File: config.mk
export PLATFORM = sky130hd
export DESIGN_NAME = compass_heading_with_glitch_hold_flat
export DESIGN_NICKNAME = d
export VERILOG_FILES = /design/src/rtl/chwgh_pkg.sv /design/src/rtl/chwgh_in_if.sv /design/src/rtl/chwgh_out_if.sv /design/src/rtl/chwgh_cordic.sv /design/src/rtl/compass_heading_with_glitch_hold.sv /design/src/flat_wrapper.sv
export VERILOG_INCLUDE_DIRS = /design/src /design/src/rtl
export SDC_FILE = /design/constraint.sdc
export NUM_CORES = 1
export LEC_CHECK = 0
export ABC_AREA = 0
export BUFFER_PORTS_ARGS = -buffer_cell sky130_fd_sc_hd__buf_4
export CORE_ASPECT_RATIO = 0.8
export CORE_UTILIZATION = 35
export CTS_CLUSTER_SIZE = 28
export DETAILED_ROUTE_END_ITERATION = 10
export GPL_TIMING_DRIVEN = 0
export PLACE_DENSITY = 0.53
export SLEW_MARGIN = 20
export SYNTH_ARGS = -nofsm -noshare
export SYNTH_HDL_FRONTEND = slang
export SYNTH_SLANG_ARGS = --single-unit
File: constraint.sdc
create_clock -name clk_i -period 13.7 [get_ports clk_i]
set_clock_uncertainty 0.2 [all_clocks]
set_input_delay 2.74 -clock clk_i [delete_from_list [all_inputs] [get_ports clk_i]]
set_output_delay 2.74 -clock clk_i [all_outputs]
set_load 0.01 [all_outputs]
File: src/rtl/compass_heading_with_glitch_hold_macros.svh
// ----------------------------------------------------------------------------
// Compass heading assertion macros
// Concurrent checks clocked on clk_i, with and without the reset gate.
// ----------------------------------------------------------------------------
`ifndef COMPASS_HEADING_WITH_GLITCH_HOLD_MACROS_SVH
`define COMPASS_HEADING_WITH_GLITCH_HOLD_MACROS_SVH

// check once out of reset
`define CHWGH_ASSERT(lbl, prop, msg) \
  lbl: assert property (@(posedge clk_i) disable iff (!rst_ni) prop) else $error(msg);

// check on every edge, reset included
`define CHWGH_ASSERT_ALWAYS(lbl, prop, msg) \
  lbl: assert property (@(posedge clk_i) prop) else $error(msg);

`endif

File: src/rtl/chwgh_pkg.sv
// ----------------------------------------------------------------------------
// Compass heading package
// Types, constants and the arctangent table shared by the heading block.
// ----------------------------------------------------------------------------
`timescale 1ns / 1ps

package chwgh_pkg;

  localparam int unsigned CordicStepsDef = 16;
  localparam int unsigned SampleBitsDef  = 16;

  localparam int unsigned HeadingW = 15;
  localparam int unsigned AngleW   = 24;
  localparam int unsigned AtanLen  = 24;
  localparam int unsigned AtanIdxW = 5;

  localparam logic [HeadingW-1:0] MinAngleRst   = 15'd64;
  localparam logic [HeadingW-1:0] HalfCircleOut = 15'd11520;
  localparam logic [HeadingW:0]   FullCircleOut = 16'd23040;

  localparam logic signed [AngleW-1:0] HalfCircleFine = 24'sd2949120;
  localparam logic signed [AngleW-1:0] FullCircleFine = 24'sd5898240;
  localparam logic [AngleW-1:0]        RoundHalf      = 24'd128;

  // atan(2^-i) in 1/16384 degree
  localparam logic signed [AngleW-1:0] AtanFine [AtanLen] = '{
    24'sd737280, 24'sd435242, 24'sd229970, 24'sd116736,
    24'sd58595,  24'sd29326,  24'sd14667,  24'sd7334,
    24'sd3667,   24'sd1833,   24'sd917,    24'sd458,
    24'sd229,    24'sd115,    24'sd57,     24'sd29,
    24'sd14,     24'sd7,      24'sd4,      24'sd2,
    24'sd1,      24'sd0,      24'sd0,      24'sd0
  };

  typedef enum logic [1:0] {
    ST_IDLE,
    ST_ITER,
    ST_NORM,
    ST_DECIDE
  } state_e;

  typedef struct packed {
    logic busy;
    logic last;
  } cordic_stat_t;

endpackage

File: src/rtl/chwgh_in_if.sv
// ----------------------------------------------------------------------------
// Compass heading sample channel
// Valid/ready channel carrying one signed magnetometer pair per word.
// ----------------------------------------------------------------------------
`timescale 1ns / 1ps

interface chwgh_in_if #(
  parameter int unsigned SampleBits = chwgh_pkg::SampleBitsDef
);
  logic                         valid;
  logic                         ready;
  logic signed [SampleBits-1:0] mag_x;
  logic signed [SampleBits-1:0] mag_y;

  modport source (output valid, output mag_x, output mag_y, input ready);
  modport sink   (input valid, input mag_x, input mag_y, output ready);
endinterface

File: src/rtl/chwgh_out_if.sv
// ----------------------------------------------------------------------------
// Compass heading result channel
// Valid/ready channel carrying the held bearing and the update flag.
// ----------------------------------------------------------------------------
`timescale 1ns / 1ps

interface chwgh_out_if;
  logic                            valid;
  logic                            ready;
  logic [chwgh_pkg::HeadingW-1:0]  heading;
  logic                            updated;

  modport source (output valid, output heading, output updated, input ready);
  modport sink   (input valid, input heading, input updated, output ready);
endinterface

File: src/rtl/chwgh_cordic.sv
// ----------------------------------------------------------------------------
// Compass heading CORDIC engine
// Vectoring CORDIC, one micro-rotation per cycle through a shared shift unit.
// ----------------------------------------------------------------------------
`timescale 1ns / 1ps

module chwgh_cordic #(
  parameter int unsigned CordicSteps = chwgh_pkg::CordicStepsDef,
  parameter int unsigned SampleBits  = chwgh_pkg::SampleBitsDef
) (
  input  logic                                  clk_i,
  input  logic                                  rst_ni,
  input  logic                                  start_i,
  input  logic signed [SampleBits-1:0]          mag_x_i,
  input  logic signed [SampleBits-1:0]          mag_y_i,
  output logic signed [chwgh_pkg::AngleW-1:0]   z_o,
  output chwgh_pkg::cordic_stat_t               stat_o
);

  localparam int unsigned DataW = SampleBits + 11;
  localparam int unsigned StepW = (CordicSteps > 1) ? $clog2(CordicSteps) : 1;
  localparam int unsigned IdxW  = chwgh_pkg::AtanIdxW;
  localparam logic [StepW-1:0] LastStep = StepW'(CordicSteps - 1);

  logic signed [DataW-1:0] x_q, x_d, y_q, y_d;
  logic signed [DataW-1:0] xs, ys, dx, dy;
  logic signed [chwgh_pkg::AngleW-1:0] z_q, z_d, atan;
  logic [StepW-1:0] step_q, step_d;
  logic             busy_q, busy_d;
  logic [IdxW-1:0]  idx;
  logic             last;

  assign xs   = DataW'(mag_x_i) <<< 8;
  assign ys   = DataW'(mag_y_i) <<< 8;
  assign dx   = y_q >>> step_q;
  assign dy   = x_q >>> step_q;
  assign idx  = IdxW'(step_q);
  assign atan = chwgh_pkg::AtanFine[idx];
  assign last = busy_q && (step_q == LastStep);

  always_comb begin
    x_d    = x_q;
    y_d    = y_q;
    z_d    = z_q;
    step_d = step_q;
    busy_d = busy_q;
    if (start_i) begin
      // fold the left half-plane onto the right
      if (mag_x_i[SampleBits-1]) begin
        x_d = -xs;
        y_d = -ys;
        z_d = chwgh_pkg::HalfCircleFine;
      end else begin
        x_d = xs;
        y_d = ys;
        z_d = '0;
      end
      step_d = '0;
      busy_d = 1'b1;
    end else if (busy_q) begin
      if (!y_q[DataW-1]) begin
        x_d = x_q + dx;
        y_d = y_q - dy;
        z_d = z_q + atan;
      end else begin
        x_d = x_q - dx;
        y_d = y_q + dy;
        z_d = z_q - atan;
      end
      if (last) begin
        busy_d = 1'b0;
      end else begin
        step_d = step_q + 1'b1;
      end
    end
  end

  always_ff @(posedge clk_i or negedge rst_ni) begin
    if (!rst_ni) begin
      busy_q <= 1'b0;
      step_q <= '0;
    end else begin
      busy_q <= busy_d;
      step_q <= step_d;
    end
  end

  always_ff @(posedge clk_i) begin
    x_q <= x_d;
    y_q <= y_d;
    z_q <= z_d;
  end

  assign z_o         = z_q;
  assign stat_o.busy = busy_q;
  assign stat_o.last = last;

endmodule

File: src/rtl/compass_heading_with_glitch_hold.sv
// ----------------------------------------------------------------------------
// Compass heading with glitch hold
// Magnetometer bearing by CORDIC, gated by a threshold, last good value held.
// ----------------------------------------------------------------------------
// Usage:
//   in_i carries one signed (mag_x, mag_y) pair per word; out_o returns one
//   word per sample: the held bearing in 1/64 degree and an updated flag.
//   cfg_wr_en_i / cfg_wr_data_i write the acceptance threshold; write it only
//   while no sample is in flight.
//   Sequence: a sample is taken in IDLE, ITER runs the CORDIC, NORM wraps
//   and rounds the angle, DECIDE writes the output register; samples with
//   mag_y zero (the zero vector included) skip ITER and NORM.
//   Flow: one sample at a time, through the single CORDIC engine doing one
//   micro-rotation per cycle; in_i.ready is high only while the sequencer
//   is idle.
//   Reset: held bearing clears to 0, threshold returns to 1 degree (64), the
//   output register empties.
//   Stall: a result waits in the output register; the next sample is taken
//   meanwhile, and its result waits in the sequencer until the register frees.
// ----------------------------------------------------------------------------
`timescale 1ns / 1ps
`include "compass_heading_with_glitch_hold_macros.svh"

module compass_heading_with_glitch_hold #(
  parameter int unsigned CORDIC_STEPS = chwgh_pkg::CordicStepsDef,
  parameter int unsigned SAMPLE_BITS  = chwgh_pkg::SampleBitsDef
) (
  input  logic                           clk_i,
  input  logic                           rst_ni,
  input  logic                           cfg_wr_en_i,
  input  logic [chwgh_pkg::HeadingW-1:0] cfg_wr_data_i,
  chwgh_in_if.sink                       in_i,
  chwgh_out_if.source                    out_o
);

  localparam int unsigned HW = chwgh_pkg::HeadingW;
  localparam int unsigned AW = chwgh_pkg::AngleW;

  chwgh_pkg::state_e state_q, state_d;
  chwgh_pkg::cordic_stat_t cstat;

  logic signed [AW-1:0] z;
  logic [AW-1:0]        z_pos, z_rnd;
  logic [HW:0]          b_rnd;
  logic [HW-1:0]        min_angle_q;
  logic [HW-1:0]        bearing_q, bearing_d;
  logic                 bvalid_q, bvalid_d;
  logic [HW-1:0]        held_q, held_d;
  logic                 accept;
  logic                 in_fire, axis, start, slot_free, decide_fire;
  logic                 out_valid_q;
  logic [HW-1:0]        out_heading_q;
  logic                 out_updated_q;

  chwgh_cordic #(
    .CordicSteps (CORDIC_STEPS),
    .SampleBits  (SAMPLE_BITS)
  ) u_cordic (
    .clk_i   (clk_i),
    .rst_ni  (rst_ni),
    .start_i (start),
    .mag_x_i (in_i.mag_x),
    .mag_y_i (in_i.mag_y),
    .z_o     (z),
    .stat_o  (cstat)
  );

  assign in_fire   = in_i.valid && in_i.ready;
  assign axis      = (in_i.mag_y == '0);
  assign slot_free = !out_valid_q || out_o.ready;

  // next state
  always_comb begin
    state_d = state_q;
    case (state_q)
      chwgh_pkg::ST_IDLE: begin
        if (in_fire) begin
          state_d = axis ? chwgh_pkg::ST_DECIDE : chwgh_pkg::ST_ITER;
        end
      end
      chwgh_pkg::ST_ITER: begin
        if (cstat.last) begin
          state_d = chwgh_pkg::ST_NORM;
        end
      end
      chwgh_pkg::ST_NORM:   state_d = chwgh_pkg::ST_DECIDE;
      chwgh_pkg::ST_DECIDE: begin
        if (slot_free) begin
          state_d = chwgh_pkg::ST_IDLE;
        end
      end
      default: state_d = chwgh_pkg::ST_IDLE;
    endcase
  end

  // sequencer outputs
  always_comb begin
    in_i.ready  = 1'b0;
    start       = 1'b0;
    decide_fire = 1'b0;
    case (state_q)
      chwgh_pkg::ST_IDLE: begin
        in_i.ready = 1'b1;
        start      = in_i.valid && !axis;
      end
      chwgh_pkg::ST_DECIDE: decide_fire = slot_free;
      default: begin
        in_i.ready = 1'b0;
      end
    endcase
  end

  // wrap to one turn and round to 1/64 degree
  assign z_pos = z[AW-1] ? AW'(z + chwgh_pkg::FullCircleFine) : AW'(z);
  assign z_rnd = z_pos + chwgh_pkg::RoundHalf;
  assign b_rnd = (HW + 1)'(z_rnd >> 8);

  always_comb begin
    bearing_d = bearing_q;
    bvalid_d  = bvalid_q;
    if (state_q == chwgh_pkg::ST_IDLE && in_fire) begin
      bvalid_d  = !(axis && (in_i.mag_x == '0));
      bearing_d = in_i.mag_x[SAMPLE_BITS-1] ? chwgh_pkg::HalfCircleOut : '0;
    end else if (state_q == chwgh_pkg::ST_NORM) begin
      bvalid_d  = 1'b1;
      bearing_d = (b_rnd >= chwgh_pkg::FullCircleOut) ? '0 : b_rnd[HW-1:0];
    end
  end

  assign accept = bvalid_q && (bearing_q > min_angle_q)
                  && ({1'b0, bearing_q} <= chwgh_pkg::FullCircleOut);
  assign held_d = accept ? bearing_q : held_q;

  always_ff @(posedge clk_i or negedge rst_ni) begin
    if (!rst_ni) begin
      state_q     <= chwgh_pkg::ST_IDLE;
      min_angle_q <= chwgh_pkg::MinAngleRst;
      held_q      <= '0;
      out_valid_q <= 1'b0;
    end else begin
      state_q <= state_d;
      if (cfg_wr_en_i) begin
        min_angle_q <= cfg_wr_data_i;
      end
      if (decide_fire) begin
        held_q      <= held_d;
        out_valid_q <= 1'b1;
      end else if (out_o.ready) begin
        out_valid_q <= 1'b0;
      end
    end
  end

  always_ff @(posedge clk_i) begin
    bearing_q <= bearing_d;
    bvalid_q  <= bvalid_d;
    if (decide_fire) begin
      out_heading_q <= held_d;
      out_updated_q <= accept;
    end
  end

  assign out_o.valid   = out_valid_q;
  assign out_o.heading = out_heading_q;
  assign out_o.updated = out_updated_q;

  `CHWGH_ASSERT(a_one_in_flight, in_fire |=> !in_i.ready, "second sample taken while busy")
  `CHWGH_ASSERT(a_held_on_write, !$stable(held_q) |-> $past(decide_fire), "held bearing moved")
  `CHWGH_ASSERT(a_out_is_held, out_o.valid |-> (out_o.heading == held_q), "result not held")
  `CHWGH_ASSERT_ALWAYS(a_last_in_iter, cstat.last |-> (state_q == chwgh_pkg::ST_ITER), "stray end")

endmodule
File: src/flat_wrapper.sv
// flat-port wrapper written by rule: the top's interface ports become plain ports
module compass_heading_with_glitch_hold_flat 
#(
  parameter int unsigned CORDIC_STEPS = chwgh_pkg::CordicStepsDef,
  parameter int unsigned SAMPLE_BITS  = chwgh_pkg::SampleBitsDef
)
  (clk_i, rst_ni, cfg_wr_en_i, cfg_wr_data_i, in_i_valid, in_i_mag_x, in_i_mag_y, in_i_ready, out_o_valid, out_o_heading, out_o_updated, out_o_ready);
  chwgh_in_if in_i_i ();
  chwgh_out_if out_o_i ();
  input  logic clk_i;
  input  logic rst_ni;
  input  logic cfg_wr_en_i;
  input  logic [chwgh_pkg::HeadingW-1:0] cfg_wr_data_i;
  input wire logic [$bits(in_i_i.valid)-1:0] in_i_valid;
  input wire logic [$bits(in_i_i.mag_x)-1:0] in_i_mag_x;
  input wire logic [$bits(in_i_i.mag_y)-1:0] in_i_mag_y;
  output wire logic [$bits(in_i_i.ready)-1:0] in_i_ready;
  output wire logic [$bits(out_o_i.valid)-1:0] out_o_valid;
  output wire logic [$bits(out_o_i.heading)-1:0] out_o_heading;
  output wire logic [$bits(out_o_i.updated)-1:0] out_o_updated;
  input wire logic [$bits(out_o_i.ready)-1:0] out_o_ready;
  assign in_i_i.valid = in_i_valid;
  assign in_i_i.mag_x = in_i_mag_x;
  assign in_i_i.mag_y = in_i_mag_y;
  assign in_i_ready = in_i_i.ready;
  assign out_o_valid = out_o_i.valid;
  assign out_o_heading = out_o_i.heading;
  assign out_o_updated = out_o_i.updated;
  assign out_o_i.ready = out_o_ready;
  compass_heading_with_glitch_hold #(.CORDIC_STEPS(CORDIC_STEPS), .SAMPLE_BITS(SAMPLE_BITS)) u_core (.clk_i(clk_i), .rst_ni(rst_ni), .cfg_wr_en_i(cfg_wr_en_i), .cfg_wr_data_i(cfg_wr_data_i), .in_i(in_i_i), .out_o(out_o_i));
endmodule
---- Yosys cells after proc, flatten, opt, wreduce, memory -nomap -nowiden ----
Memory sizes are Yosys's and may differ from the RTL's.
Cells that the tools add are included.
Widths: inputs -> output; s select.
cells by class
  add/sub/neg operators ................... 11
  $mul .................................... 0
  divide/modulo/power cells ............... 0
  $lt $le $gt $ge ......................... 4
  equality and inequality tests ........... 8
  shift-type cells ........................ 2
  muxes and demuxes ....................... 38
  bitwise operators ....................... 1
  reduce and logical (&&, ||, !) cells .... 19
operators by type and width
  kind                    count
  $mux 27                 8
  $mux 24                 6
  $mux 15                 4
  $add 27x27->27          2
  $neg 24->27             2
  $sshr 27x4->27          2
  $sub 27x27->27          2
  $logic_not 16->1        2
  $add 24x24->24          1
  $add 24x24->24 const B  1
  $add 24x8->24 const B   1
  $sub 24x24->24          1
  $mux 22                 1
  $ge 16x15->1 const B    1
  $gt 15x15->1            1
  $le 15x15->1 const B    1
  $mux 14                 1
  $mux 4                  3
  $mux 1                  10
  $mux 2                  4
  $pmux 2 s4              1
  $logic_and 1x1->1       7
  $ge 6x6->1 const B      1
  $ne 2x1->1 const B      3
  12 further kinds        17
storage, ports and cells
  register bits ........................... 148
  bits in latches ......................... 0
  RAM bits ................................ 0
  ROM bits ................................ 768
  bits of input ports ..................... 52
  output and inout bits ................... 18
  word-level logic and storage cells ...... 97
  memories kept ........................... 1
memories
  memory            depth  width  read ports  clocked after Yosys merged registers in  wr ports  line                RTL
  (name not given)  32     24     1           0                                        0         chwgh_cordic.sv:38  assign atan = chwgh_pkg::AtanFine[idx];

---- Longest topological paths before layout ----
Gate-level depths: netlist of run 1.
  word-level depth ........................ 8
  mapped depth ............................ 26
  gate-level depth less buffers ........... 20

---- Hierarchy ----
Synthesis of run 1 repeated with hierarchy kept, for this count alone.
unflattened totals
  cells, all modules ...................... 1773
  area, all modules ....................... 16331.9 µm²
by module, submodules not included
  module                            instances  cells an instance  area each (µm²)  seq. area each (µm²)
  chwgh_cordic                      1          1451               12659.6          2467.4
  compass_heading_with_glitch_hold  1          322                3672.3           1788.0

---- Worst setup path after synthesis of run 1 ----
Ideal clock, no wire load.
  path type ............................... in2reg
  from .................................... in in_i_mag_y[4]
  to ...................................... reg u_core.u_cordic.x_q[0], enable pin
  setup time .............................. 0.788 ns
  arrival ................................. 5.923 ns
  required time ........................... 12.712 ns
  path slack .............................. 6.788 ns
  stages .................................. 7
  buffers on the path ..................... 2
  cells stage by stage .................... or4_1 -> or3_1 -> nor3_1 -> or2_2 -> clkbuf_1 -> clkbuf_1 -> nand2b_1
on the way
  word-level cells in the longest chain between the ends .. 5
RTL lines
  what                         line                                     RTL
  start: declaration           flat_wrapper.sv:16                       input wire logic [$bits(in_i_i.mag_y)-1:0] in_i_mag_y;
  $logic_not 16->1             compass_heading_with_glitch_hold.sv:69   assign axis = (in_i.mag_y == '0);
  $logic_not 1->1              compass_heading_with_glitch_hold.sv:104  start = in_i.valid && !axis;
  $logic_and 1x1->1            compass_heading_with_glitch_hold.sv:104
  $mux 1                       compass_heading_with_glitch_hold.sv:101  case (state_q)
  $reduce_bool 2->1 (no line)  -
  end signal: assignment       chwgh_cordic.sv:89                       x_q <= x_d;
  end: declaration             chwgh_cordic.sv:25                       logic signed [DataW-1:0] x_q, x_d, y_q, y_d;
No other way between the ends.
A chain may end at the register's enable or synchronous reset.

---- Final worst setup path of run 1 ----
  from .................................... reg u_core.u_cordic.step_q[0]
  to ...................................... reg u_core.u_cordic.z_q (netlist bit u_core.u_cordic.z_o[23]), data pin
on the way
  word-level cells in the longest chain between the ends .. 8
  elaborated cells on any way between the ends .. 9
  classes of those cells .................. add/sub: 2; mux: 5; bitwise: 1; memory: 1
RTL lines
  what                                                     line                                    RTL
  start: declaration                                       chwgh_cordic.sv:28                      logic [StepW-1:0] step_q, step_d;
  start signal: assignment                                 chwgh_cordic.sv:84                      step_q <= step_d;
  $not 4->6 (implied by the code) (*)                      chwgh_cordic.sv:38
  $mem_v2 32x24 (*)                                        -
  $mux 24 (implied by the code) (*) (2 in series)          chwgh_cordic.sv:38
  $add 24x24->24 / $sub 24x24->24 (equally long branches)  chwgh_cordic.sv:64, chwgh_cordic.sv:68
  $mux 24 (*)                                              chwgh_cordic.sv:61                      if (!y_q[DataW-1]) begin
  $mux 24 (*)                                              chwgh_cordic.sv:60                      end else if (busy_q) begin
  $mux 24 (*)                                              chwgh_cordic.sv:47                      if (start_i) begin
  end signal: assignment                                   chwgh_cordic.sv:91                      z_q <= z_d;
  end: declaration                                         chwgh_cordic.sv:27                      logic signed [chwgh_pkg::AngleW-1:0] z_q, z_d, atan;
Every way passes the cells marked *; elsewhere a longest branch is shown, timed or not. The select of a mux whose other input is x is not followed.

==> results by stage, run 1 <==
Status:
- The run finished with clean final reports.

Layout:
- The number of antenna diodes is 0.
- The library cells used most frequently in the layout, excluding fill and tap cells, are sky130_fd_sc_hd__nand2_1, sky130_fd_sc_hd__nor2_1, sky130_fd_sc_hd__a21oi_1, sky130_fd_sc_hd__ha_1, sky130_fd_sc_hd__edfxtp_1.
- The fraction of final layout cells sized beyond drive strength 1 is between 10 and 15%.
- Excluding fillers, the count of instances in the completed layout stands at approximately 2,400.
- The most frequent standard cell in the layout excluding fill and tap cells is sky130_fd_sc_hd__nand2_1.
- The number of nets in the finished design is 1,982.
- Cells fill 40.0% of the core in the end.
- The final instance area is 17,800 um2.
- From synthesis to final layout, the design area changed by 12.2%.

Setup path:
- The worst setup path is of the reg2reg kind.
- Data on the critical path is required at its endpoint by around 14 ns.
- The startpoint kind of the worst setup timing path is a register.
- The kind of capture point of the worst setup path is a register.
- STA puts the critical path data arrival time at 7.34 ns.
- The worst-path maximum fanout is 12.

Floorplanning:
- The initial utilization of the core area, before any placement, comes to 35.6%.
- The die is between 150 and 200 um tall.
- The area of the core is 44,500 um2.
- In this run the horizontal extent of the chip is 240 um.
- The number of rows created at floorplan is 69.
- The area of the die is 46,200 um2.
- The number of primary I/O pins is 70.

STA:
- The number of failing setup endpoints in the final timing report is 0.
- The worst path needs 7.24 ns of the cycle, external delays included.
- The sum of negative setup slack is 0 ns.
- The maximum clock rate is between 100 and 150 MHz.
- Setup repair after global routing left no endpoint under its margin.
- For the pin with the worst max-slew slack, the measured transition is 1.15 ns.
- The final critical path takes up 52.9% of the cycle.
- The max-slew violation count was 0.
- The remaining max-slew budget at the tightest pin is 23.2%.
- The number of endpoints with negative hold slack in the final report came to 0.

Routing:
- In this run, the number of DRC markers left after iteration 0 of detailed routing was 1,564.
- For this run, design rule violations remaining after detail routing come to 0.
- In the routed layout, each cell is associated on average with a via count of 5.80.
- After detailed routing, the average wire length per cell comes to 23.3 um.
- The detailed-router iteration count before antenna repair is 6.
- The detailed-route wire length is 56,500 um.
- The detailed router placed 14,100 vias in this run.
- The detail route stage leaves a number of antenna-violating nets equal to 0.

Yosys:
- In this run the cell area of the synthesized design comes to 15,900 um2.
- The number of warnings reported in the yosys synthesis log is 0.
- A synthesized cell averages just over 9 um2.
- After technology mapping, the gate count stands at 1,728.
- Counting distinct cell types in the post-synthesis netlist gives 91.
- The most used flip-flop cell after synthesis is sky130_fd_sc_hd__edfxtp_1.
- Synthesis produced a netlist with a net count of 1,894.
- In the synthesized netlist the async set-or-reset flop fraction comes to 25.7%.
- The number of storage elements in the synthesis netlist is 148.
- Sequential elements use 26.8% of the synthesized area.
- The number of enable flip-flop cells after synthesis is 110.

Clocking:
- The deepest clock path buffer count is 2.
- CTS built an H-tree with a depth of 4.
- Clock-pin slew was measured on the worst setup and hold paths at about 0.07 ns.
- In this run, CTS created clock tree buffers numbering 17.
- Counting every sink on the clock net gives 148.
- The clock tree from TritonCTS is yes.
- The insertion delay of the later-clocked pin in the worst-skew pair is 0.47 ns.
- The number of post-CTS setup repair buffers is 0.
- The clock root buffer master is sky130_fd_sc_hd__clkbuf_16.
- The quantity of hold-fixing buffers added after cts is 0.
- The number of gates given a new drive strength after cts is 0.

Placement:
- Once placement completed, the tool counted placed cells totaling 2,400.
- At the end of routability-driven placement, the weighted congestion stood at 0.977.
- The count of input and output buffers is 68.
- The HPWL after detailed placement is approximately 44,000 um.
- The cell area reported after detailed placement is 17,200 um2.

Global routing:
- Entering global routing, the biggest net connects 49 pins.
- The initial antenna violation count is 1.
- In the global route stage, overall resource usage came out at between 20 and 25%.
- The number of global-route vias before repair came to 13,100.
- The wire length of the first global-routing pass is 83,600 um.
- For this run the aggregate overflow at the end of global routing stands at 0.

Flow run:
- The number of max-cap violations is 0.

Hold path:
- The path category of the worst min-delay check is reg2reg.
-- registers in the layout (all words and copies together), names as in the netlist --
signal	count
u_core.out_o.valid	1
u_core.out_o.updated	1
u_core.u_cordic.step_q	4
u_core.out_o.heading	15
u_core.bvalid_q	1
u_core.min_angle_q	15
u_core.bearing_q	15
u_core.u_cordic.busy_q	1
u_core.u_cordic.y_q	27
u_core.state_q	2
u_core.u_cordic.x_q	27
u_core.u_cordic.z_o	24
u_core.held_q	15
-- critical path: stages, from the launching register on --
cell and delay [ns]:
sky130_fd_sc_hd__dfrtp_1 0.43, sky130_fd_sc_hd__buf_6 0.18, sky130_fd_sc_hd__buf_4 0.20, sky130_fd_sc_hd__inv_1 0.17
sky130_fd_sc_hd__buf_4 0.27, sky130_fd_sc_hd__buf_4 0.25, sky130_fd_sc_hd__clkbuf_1 0.68, sky130_fd_sc_hd__ha_1 0.36
sky130_fd_sc_hd__clkbuf_1 0.23, sky130_fd_sc_hd__xnor2_1 0.20, sky130_fd_sc_hd__a2bb2oi_1 0.26, sky130_fd_sc_hd__inv_1 0.08
sky130_fd_sc_hd__ha_1 0.21, sky130_fd_sc_hd__nand2_1 0.06, sky130_fd_sc_hd__nor2_1 0.06, sky130_fd_sc_hd__a41o_1 0.28
sky130_fd_sc_hd__nand2_1 0.09, sky130_fd_sc_hd__o21ai_0 0.13, sky130_fd_sc_hd__ha_1 0.41, sky130_fd_sc_hd__a2111oi_0 0.15
sky130_fd_sc_hd__a211oi_1 0.59, sky130_fd_sc_hd__o21ai_0 0.37, sky130_fd_sc_hd__a211oi_1 0.52, sky130_fd_sc_hd__nor3_1 0.14
sky130_fd_sc_hd__or3_1 0.39, sky130_fd_sc_hd__a21oi_1 0.14
-- through the flow --
stage | hold slack (ns) | setup WS [ns]
floorplan | 0.277 | 6.79
global placement | 0.287 | 3.50
detailed placement | 0.294 | 5.93
CTS | 0.311 | 6.41
global route | 0.321 | 6.08
finish | 0.309 | 6.46
-- final timing paths --
path                                                               to                             startpoint  cells after the start  slack (ns)
min in group asynchronous       u_core.u_cordic.step_q[2]$_DFFE_PN0P_                                 rst_ni                      1        2.05
worst max register to register  u_core.u_cordic.z_o[23]$_SDFFCE_PP0P_  u_core.u_cordic.step_q[0]$_DFFE_PN0P_                     25        6.46
worst min-delay path                    u_core.held_q[10]$_DFFE_PN0P_          u_core.held_q[10]$_DFFE_PN0P_                      1        0.31
worst max-delay path            u_core.u_cordic.z_o[23]$_SDFFCE_PP0P_  u_core.u_cordic.step_q[0]$_DFFE_PN0P_                     25        6.46
worst min register to register          u_core.held_q[10]$_DFFE_PN0P_          u_core.held_q[10]$_DFFE_PN0P_                      1        0.31
max in group asynchronous          u_core.min_angle_q[10]$_DFFE_PN0P_                                 rst_ni                      1       10.86
-- synthesized netlist by cell type (18+ instances only) --
master	instances	share of area (%)
sky130_fd_sc_hd__buf_2	18	0.57
sky130_fd_sc_hd__mux4_2	40	5.7
sky130_fd_sc_hd__nand3_1	46	1.5
sky130_fd_sc_hd__mux2_2	56	4.0
sky130_fd_sc_hd__nand2_1	149	3.5
sky130_fd_sc_hd__inv_1	72	1.7
sky130_fd_sc_hd__or3_1	20	0.79
sky130_fd_sc_hd__xnor2_1	97	5.4
sky130_fd_sc_hd__ha_1	111	8.8
sky130_fd_sc_hd__mux2i_1	67	4.2
sky130_fd_sc_hd__a21o_1	41	1.9
sky130_fd_sc_hd__nor2_1	145	3.4
sky130_fd_sc_hd__xor2_1	80	4.4
sky130_fd_sc_hd__nor3_1	35	1.1
sky130_fd_sc_hd__a31oi_1	29	1.1
sky130_fd_sc_hd__clkbuf_1	43	1.0
sky130_fd_sc_hd__o21ai_0	109	3.4
sky130_fd_sc_hd__edfxtp_1	110	21
sky130_fd_sc_hd__dfrtp_1	37	5.8
sky130_fd_sc_hd__a21oi_1	117	3.7
sky130_fd_sc_hd__nand2b_1	25	0.99
sky130_fd_sc_hd__o211ai_1	18	0.85
-- layer usage --
metal	track usage, %	part of all wire, %	vias up
li1	-	-	6593
met1	37.9	50	6856
met2	33.7	39	589
met3	5.62	8.7	68
met4	6.66	2.0	0
met5	0	0	-
-- kinds of logic (layout without fill, tap and decap cells) --
kind of cell | Yosys count | in the layout | share of synthesized area (%)
and+or+nand+nor | 522 | 522 | 16.2
AOI/OAI and AO/OA | 429 | 429 | 17.1
muxes | 178 | 178 | 16.3
xor gates and xnor gates | 177 | 177 | 9.77
buffers and inverters | 160 | 261 | 4.72
DFF | 148 | 148 | 26.8
adders and majority gates | 114 | 114 | 9.13
-- cell type report --
class / instances / area (um2)
tap: 603 / 754
buffer: 87 / 474
clock inverter: 15 / 209
fill: 4479 / 26700
inverter: 73 / 274
multi-input combinational: 1420 / 10900
clock buffer: 17 / 425
timing repair buffer: 69 / 538
sequential: 148 / 4260
Power of run 1 is not shown: default switching activity piles up to over one toggle a cycle in this logic, so the estimate is an artifact.
==> run 2, diff against run 1 <==
--- a/config.mk
+++ b/config.mk
@@ -13,7 +13,7 @@
 export CTS_CLUSTER_SIZE = 28
 export DETAILED_ROUTE_END_ITERATION = 10
 export GPL_TIMING_DRIVEN = 0
-export PLACE_DENSITY = 0.53
+export PLACE_DENSITY = 0.55
 export SLEW_MARGIN = 20
 export SYNTH_ARGS = -nofsm -noshare
 export SYNTH_HDL_FRONTEND = slang
==> constraint.sdc (replaced) <==
create_clock -name clk_i -period 6 [get_ports clk_i]
set_clock_uncertainty 0.2 [all_clocks]
set_input_delay 1.2 -clock clk_i [delete_from_list [all_inputs] [get_ports clk_i]]
set_output_delay 1.2 -clock clk_i [all_outputs]
set_load 0.01 [all_outputs]
==> run 2 against run 1 <==
Net effect:
- flip-flop and latch count did not move
- cell area increased by 1.1%
- global-route usage is 0.53 points lower
- critical path depth shrank 5
- non-clock buffer count up 2
- setup slack got worse by 6.4 ns
- clock-buffer cell count is the same
- critical endpoint is now u_core.u_cordic.y_q[24]$_DFFE_PP_
- sequential share of layout area fell by 0.26 points
==> results by stage, run 2 (synthesis results as in run 1) <==
Floorplanning:
- The initial core utilization is 35.6% (unchanged).
- The number of primary I/O pins is 70 (unchanged).
- The die span in x is 240 um (unchanged).
- The area of the die is 46,200 um2 (unchanged).
- The area of the core is 44,500 um2 (unchanged).
- The die span in y came to 192 um (unchanged).
- The number of rows created at floorplan was 69 (unchanged).

Clocking:
- The total clock sinks is 148 (unchanged).
- The total clock buffers created by CTS is 17 (unchanged).
- The insertion delay of the later-clocked pin in the worst-skew pair is 0.46 ns (about the same).
- The clock tree from TritonCTS is yes.
- The clock slew at the register clock pins of the worst setup and hold paths is 0.08 ns (about the same).
- The deepest clock path buffer count is 2 (unchanged).
- The number of levels in the clock H-tree is 4 (unchanged).
- Clock tree synthesis selected as its root buffer the cell sky130_fd_sc_hd__clkbuf_16.

Routing:
- The wire length per cell after detailed routing is 22.8 um (-1.8%).
- The antenna violation net count after detailed routing is 0 (unchanged).
- The detailed-route wire length is 55,600 um (-1.7%).
- The ratio of routed vias to standard cells was 5.84 (+0.75%).
- The starting DRC count in detailed routing came to 1,656 (+5.9%).
- The detailed-route via count is 14,200 (+0.84%).
- The detailed-router iteration count before antenna repair is 7 (+1).
- The detailed-route DRC error count came to 0 (unchanged).

Setup path:
- The worst-path maximum fanout is 10 (-2).
- The beginning of the critical path is u_core.u_cordic.step_q[1]$_DFFE_PN0P_.
- The data required time of the worst path is 5.99 ns (-7.81 ns).
- The depth of the most critical reg-to-reg path is 20 (-20%).
- The startpoint kind of the worst setup timing path is a register.
- The slack of the worst reg-to-reg path is 0.1 ns (-6.36 ns).
- The startpoint of the most critical register-to-register path is u_core.u_cordic.step_q[1]$_DFFE_PN0P_.
- The critical path class is reg2reg.
- The worst setup path is captured at a register.
- The arrival time at the worst endpoint is 5.89 ns (-1.45 ns).

Hold path:
- The critical hold path startpoint is u_core.held_q[11]$_DFFE_PN0P_.
- The worst hold path stage count is 1 (unchanged).
- The path class of the tightest hold or removal check is reg2reg.

STA:
- The time the worst path needs with I/O delays and setup is 5.90 ns (-1.34 ns).
- The maximum clock rate is 169 MHz (+23%).
- The slew at the pin closest to its max-slew limit is 1.20 ns (+0.0493 ns).
- The number of failing setup endpoints in the final timing report was 0 (unchanged).
- The number of endpoints with negative hold slack in the final report is 0 (unchanged).
- Setup repair after global routing could not meet its margin everywhere.
- The remaining max-slew budget at the tightest pin is 19.9% (-3.3 points).
- The worst hold margin was 0.302 ns (-0.00631 ns).
- The max-slew violation count came to 0 (unchanged).
- The share of the cycle needed by the critical path after routing was 98.4% (+45 points).
- The sum of negative setup slack is 0 ns (unchanged).

Layout:
- The layout overhead on the synthesized area is 13.5%.
- The final cell count without fillers is 2,434 (+0.082%).
- In the layout the commonest cells are sky130_fd_sc_hd__nand2_1, sky130_fd_sc_hd__nor2_1, sky130_fd_sc_hd__a21oi_1, sky130_fd_sc_hd__ha_1, sky130_fd_sc_hd__edfxtp_1.
- The most frequent standard cell in the layout excluding fill and tap cells is sky130_fd_sc_hd__nand2_1.
- The fraction of final layout cells sized beyond drive strength 1 was 16.8% (+2.3 points).
- The number of antenna diodes is 0 (unchanged).
- The number of nets in the finished design is 1,984 (+0.10%).
- The total of fill cells in the finished design is 4,438 (-0.92%).

Global routing:
- The initial antenna violation count is 1 (unchanged).
- The global-route usage over all layers is 24.1% (-0.53 points).
- The number of global-route vias before repair is 13,000 (-0.99%).
- The maximum number of pins on one net before global-route repair is 47 (-4.1%).
- The wire length of the first global-routing pass is 82,200 um (-1.7%).
- The total grt overflow is 0 (unchanged).

Placement:
- The count of input and output buffers was 68 (unchanged).
- The total instance count after detailed placement is 2,400 (unchanged).
- The estimated wirelength of the detail-placed design was 43,000 um (-2.0%).
- The global placer's final weighted congestion was 0.971 (-0.68%).

Flow run:
- The number of max-cap violations was 0 (unchanged).

Status:
- The run finished with clean final reports.
[run 2: changes by cell type in the layout (fill, tap and decap cells not counted), moves of 4 or more]
cell,delta
sky130_fd_sc_hd__buf_1,-5
sky130_fd_sc_hd__mux2i_2,+4
sky130_fd_sc_hd__mux2i_1,-6
sky130_fd_sc_hd__buf_2,-7
sky130_fd_sc_hd__clkbuf_1,-6
sky130_fd_sc_hd__clkbuf_2,+6
sky130_fd_sc_hd__o21ai_0,-6
sky130_fd_sc_hd__clkbuf_4,+8
sky130_fd_sc_hd__o21ai_1,+4
[run 2: worst paths after layout]
kind | end
min | u_core.held_q[11]$_DFFE_PN0P_
min in group asynchronous | u_core.held_q[2]$_DFFE_PN0P_
max | u_core.u_cordic.y_q[24]$_DFFE_PP_
max reg2reg | u_core.u_cordic.y_q[24]$_DFFE_PP_
min reg2reg | u_core.held_q[11]$_DFFE_PN0P_
max in group asynchronous | u_core.u_cordic.step_q[1]$_DFFE_PN0P_
[run 2: critical path: stages (launching register included)]
cell and delay [ns]:
sky130_fd_sc_hd__dfrtp_2 0.51, sky130_fd_sc_hd__buf_6 0.21, sky130_fd_sc_hd__buf_8 0.16, sky130_fd_sc_hd__buf_8 0.17, sky130_fd_sc_hd__buf_6 0.19, sky130_fd_sc_hd__mux2i_2 0.30, sky130_fd_sc_hd__mux2i_1 0.14, sky130_fd_sc_hd__o32ai_2 0.40
sky130_fd_sc_hd__a32o_1 0.33, sky130_fd_sc_hd__nand3b_2 0.21, sky130_fd_sc_hd__nor4b_4 0.42, sky130_fd_sc_hd__a21oi_1 0.16, sky130_fd_sc_hd__xnor2_2 0.38, sky130_fd_sc_hd__ha_1 0.36, sky130_fd_sc_hd__a21oi_1 0.16, sky130_fd_sc_hd__o21ai_0 0.10
sky130_fd_sc_hd__o31a_1 0.40, sky130_fd_sc_hd__a221oi_2 0.34, sky130_fd_sc_hd__nor2b_1 0.21, sky130_fd_sc_hd__xor2_1 0.15, sky130_fd_sc_hd__o21ai_0 0.09
[run 2: repair_timing]
action,in CTS,in global routing
gates resized for setup,23,47
pin swaps,0,4
setup endpoints to repair,32,27
hold buffers,0,0
buffers inserted,0,3
[run 2: area by class of cell]
type / count / area, um2 / area share [%]
buffer: 86 / 522 / 2.90
clock buffer: 17 / 425 / 2.36
clock inverter: 15 / 155 / 0.862
inverter: 73 / 278 / 1.54
multi-input combinational: 1420 / 11100 / 61.4
sequential: 148 / 4260 / 23.6
tap: 603 / 754 / 4.19
timing repair buffer: 72 / 561 / 3.11
[run 2: stage by stage]
step                      cell area [um2]  utilization [%]  worst slack [ns]
after CTS                           17800             40.0           0.00729
after global routing                18000             40.4           -0.0446
final                               18000             40.4            0.0988
after floorplan                     15900                -             0.628
after detailed placement            17200             38.5            -0.920
after global placement              17100             38.5             -2.74
[run 2: metal layers]
metal	vias to the layer above	wire length [um]	GRT usage, %
met3	82	5700	6.11
li1	6593	-	-
met2	662	22000	32.3
met1	6885	26600	36.9
met5	-	13	0
met4	2	1300	7.42
Power of run 2 is left out for the same reason.
==> run 3, diff against run 2 <==
--- a/config.mk
+++ b/config.mk
@@ -9,6 +9,7 @@
 export ABC_AREA = 0
 export BUFFER_PORTS_ARGS = -buffer_cell sky130_fd_sc_hd__buf_4
 export CORE_ASPECT_RATIO = 0.8
+export CORE_MARGIN = 4
 export CORE_UTILIZATION = 35
 export CTS_CLUSTER_SIZE = 28
 export DETAILED_ROUTE_END_ITERATION = 10
==> run 3 against run 2 <==
Net effect:
- cell area shrank 0.27%
- utilization shrank 0.19 points
- flip-flop and latch count is the same
- sequential share of layout area grew 0.064 points
- non-clock buffer count grew 2
- die area grew 5.7%
- first-iteration DRC count grew 17%
- routed wire length is essentially flat
- clock-buffer cell count is the same
==> results by stage, run 3 (synthesis results as in run 1) <==
Placement:
- The global placer's final weighted congestion is 1.01 (+3.6%).
- The estimated wirelength of the detail-placed design is 43,000 um (about the same).
- The count of input and output buffers is 68 (unchanged).
- The cell area reported after detailed placement is 17,200 um2 (unchanged).

Setup path:
- The critical path in this run is classified as reg2reg.
- STA classifies the critical path startpoint as a register.
- The signal on the critical path passes through buf_4, buf_4, buf_2, nor2_1, a22oi_1, o21ai_0, a2111oi_4, nand3_1, nor2_1, a21oi_1, xnor2_2, ha_1, and4_1, nand2_1, o21ai_0, o311ai_1, a21o_1, a31oi_1, o211ai_1, and3_1, o31ai_1.
- The cell type of the slowest stage on the worst timing path is sky130_fd_sc_hd__a2111oi_4.
- The arrival time at the worst endpoint is 5.99 ns (+0.10 ns).
- The worst-path maximum fanout is 10 (unchanged).
- The total buffers and inverters traversed by the critical path is 3 (-1).
- The endpoint identified for the worst register-to-register timing path is u_core.u_cordic.y_q[25]$_DFFE_PP_.
- The depth of the most critical reg-to-reg path was 21 (+5.0%).
- The slack of the worst reg-to-reg path is 0.11 ns (about the same).
- The critical path depth was 21 (+5.0%).
- The data required time of the worst path is 6.09 ns (+0.10 ns).
- The maximum cell stage delay along the critical path is 0.38 ns (-0.13 ns).
- The startpoint identified for the worst register-to-register timing path is u_core.u_cordic.step_q[3]$_DFFE_PN0P_.
- On the critical path the largest part of the delay comes from compound AO/OA/AOI/OAI gates.
- The kind of capture point of the worst setup path is a register.

Layout:
- The number of antenna diodes was 0 (unchanged).
- The number of nets in the finished design is 1,986 (+0.10%).
- Leaving out fill and tap cells, the most frequent cell in the layout is sky130_fd_sc_hd__nand2_1.
- The final instance area is 18,000 um2 (-0.27%).
- In the layout the commonest cells are sky130_fd_sc_hd__nand2_1, sky130_fd_sc_hd__nor2_1, sky130_fd_sc_hd__a21oi_1, sky130_fd_sc_hd__ha_1, sky130_fd_sc_hd__edfxtp_1.
- The total of fill cells in the finished design was 4,472 (+0.77%).
- The fraction of final layout cells sized beyond drive strength 1 came to 16.7% (-0.073 points).
- Relative to the synthesized area, the layout overhead comes to 13.2%.

STA:
- The max-slew violation count came to 0 (unchanged).
- The time the worst path needs with I/O delays and setup was 5.89 ns (-0.00901 ns).
- The share of the cycle needed by the critical path after routing is 98.2% (-0.15 points).
- The slew at the pin closest to its max-slew limit is 1.13 ns (-0.0700 ns).
- The remaining max-slew budget at the tightest pin is 24.6% (+4.7 points).
- The number of failing setup endpoints in the final timing report came to 0 (unchanged).
- The number of endpoints with negative hold slack in the final report is 0 (unchanged).
- The maximum clock rate came to 170 MHz (+0.15%).

Status:
- The run finished with clean final reports.

Floorplanning:
- The number of rows created at floorplan is 69 (unchanged).
- The area of the core is 44,600 um2 (+0.19%).
- The number of primary I/O pins came to 70 (unchanged).
- The die span in y is 198 um (+3.1%).
- The die span in x was 246 um (+2.5%).
- The area of the die is 48,800 um2 (+5.7%).
- The initial core utilization is 35.5% (-0.069 points).

Clocking:
- The number of levels in the clock H-tree is 4 (unchanged).
- The clock slew at the register clock pins of the worst setup and hold paths is 0.07 ns (about the same).
- The insertion delay of the later-clocked pin in the worst-skew pair is 0.47 ns (about the same).
- The deepest clock path buffer count came to 2 (unchanged).
- The cell sitting at the root of the clock tree is a sky130_fd_sc_hd__clkbuf_16.
- The clock tree from TritonCTS is yes.
- The total clock buffers created by CTS is 17 (unchanged).
- The total clock sinks is 148 (unchanged).

Routing:
- The detailed-route DRC error count is 0 (unchanged).
- The detailed-route wire length is 55,500 um (about the same).
- The starting DRC count in detailed routing is 1,931 (+17%).
- The antenna violation net count after detailed routing is 0 (unchanged).
- The wire length per cell after detailed routing is 22.8 um (-0.15%).
- The detailed-router iteration count before antenna repair came to 5 (-2).
- The detailed-route via count is 14,300 (+0.34%).
- The ratio of routed vias to standard cells is 5.86 (+0.26%).

Global routing:
- The initial antenna violation count was 2 (+1).
- The total grt overflow is 0 (unchanged).
- The number of global-route vias before repair is 13,600 (+4.4%).
- The wire length of the first global-routing pass is 83,400 um (+1.5%).
- The maximum number of pins on one net before global-route repair is 49 (+4.3%).
- The global-route usage over all layers was 22.6% (-1.5 points).

Hold path:
- The path category of the worst min-delay check is reg2reg.
- The critical hold path startpoint is u_core.held_q[1]$_DFFE_PN0P_.
- For hold timing, the worst endpoint is u_core.held_q[1]$_DFFE_PN0P_.
- The worst hold path stage count came to 1 (unchanged).

Flow run:
- The number of max-cap violations came to 0 (unchanged).
## run 3: worst max-delay path by stage
stage / from / end / slack, ns
floorplan: u_core.u_cordic.step_q[0]$_DFFE_PN0P_ / u_core.u_cordic.z_o[21]$_DFFE_PP_ / 0.63
global placement: in_i_mag_y[4] / u_core.u_cordic.x_q[2]$_SDFFCE_PP0P_ / -2.65
detailed placement: u_core.u_cordic.step_q[0]$_DFFE_PN0P_ / u_core.u_cordic.z_o[23]$_SDFFCE_PP0P_ / -0.92
CTS: u_core.u_cordic.step_q[0]$_DFFE_PN0P_ / u_core.u_cordic.z_o[22]$_SDFFCE_PP0P_ / 0.04
global route: u_core.u_cordic.step_q[1]$_DFFE_PN0P_ / u_core.u_cordic.y_q[24]$_DFFE_PP_ / -0.01
finish: u_core.u_cordic.step_q[3]$_DFFE_PN0P_ / u_core.u_cordic.y_q[25]$_DFFE_PP_ / 0.11
## run 3: layer usage
| layer | share of wire (%) | wire [um] | global-route usage (%) |
|---|---|---|---|
| met4 | 2.5 | 1380 | 6.91 |
| met3 | 11 | 6320 | 8.22 |
| met1 | 47 | 26000 | 33.4 |
| met2 | 39 | 21900 | 30.5 |
| met5 | 0 | 0 | 0 |
## run 3: worst reg2reg max path, stage by stage (launching register included)
cell and delay [ns]:
sky130_fd_sc_hd__dfrtp_1 0.33, sky130_fd_sc_hd__buf_4 0.19, sky130_fd_sc_hd__buf_4 0.23, sky130_fd_sc_hd__buf_2 0.31
sky130_fd_sc_hd__nor2_1 0.17, sky130_fd_sc_hd__a22oi_1 0.29, sky130_fd_sc_hd__o21ai_0 0.34, sky130_fd_sc_hd__a2111oi_4 0.38
sky130_fd_sc_hd__nand3_1 0.29, sky130_fd_sc_hd__nor2_1 0.27, sky130_fd_sc_hd__a21oi_1 0.14, sky130_fd_sc_hd__xnor2_2 0.25
sky130_fd_sc_hd__ha_1 0.38, sky130_fd_sc_hd__and4_1 0.23, sky130_fd_sc_hd__nand2_1 0.07, sky130_fd_sc_hd__o21ai_0 0.32
sky130_fd_sc_hd__o311ai_1 0.21, sky130_fd_sc_hd__a21o_1 0.27, sky130_fd_sc_hd__a31oi_1 0.31, sky130_fd_sc_hd__o211ai_1 0.17
sky130_fd_sc_hd__and3_1 0.21, sky130_fd_sc_hd__o31ai_1 0.20
## run 3: metrics by stage
step           hold WS, ns  util [%]  worst slack (ns)  instances  TNS, ns
3_3_place_gp         0.287      38.4             -2.65       2399  -216.80
6_report             0.309      40.2             0.108       2436        0
2_1_floorplan        0.277         -             0.628       1728        0
4_1_cts              0.311      39.8            0.0448       2431        0
5_1_grt              0.320      40.2           -0.0148       2436  -0.0148
3_5_place_dp         0.293      38.5            -0.921       2400   -20.61
## run 3: repair_timing
action	CTS	global route
hold buffers	0	0
pin swaps	0	6
setup buffers	0	5
endpoints found under the setup margin	35	21
gates resized for setup	21	39
## run 3: layout make-up
| class | count | area (um2) | share of cell area (%) |
|---|---|---|---|
| Buffer | 86 | 513 | 2.86 |
| Clock inverter | 15 | 146 | 0.815 |
| Sequential cell | 148 | 4260 | 23.7 |
| Tap cell | 603 | 754 | 4.20 |
| Clock buffer | 17 | 425 | 2.37 |
| Timing Repair Buffer | 74 | 576 | 3.21 |
| Multi-Input combinational cell | 1420 | 11000 | 61.3 |
| Inverter | 73 | 277 | 1.54 |
Power of run 3 is left out for the same reason.
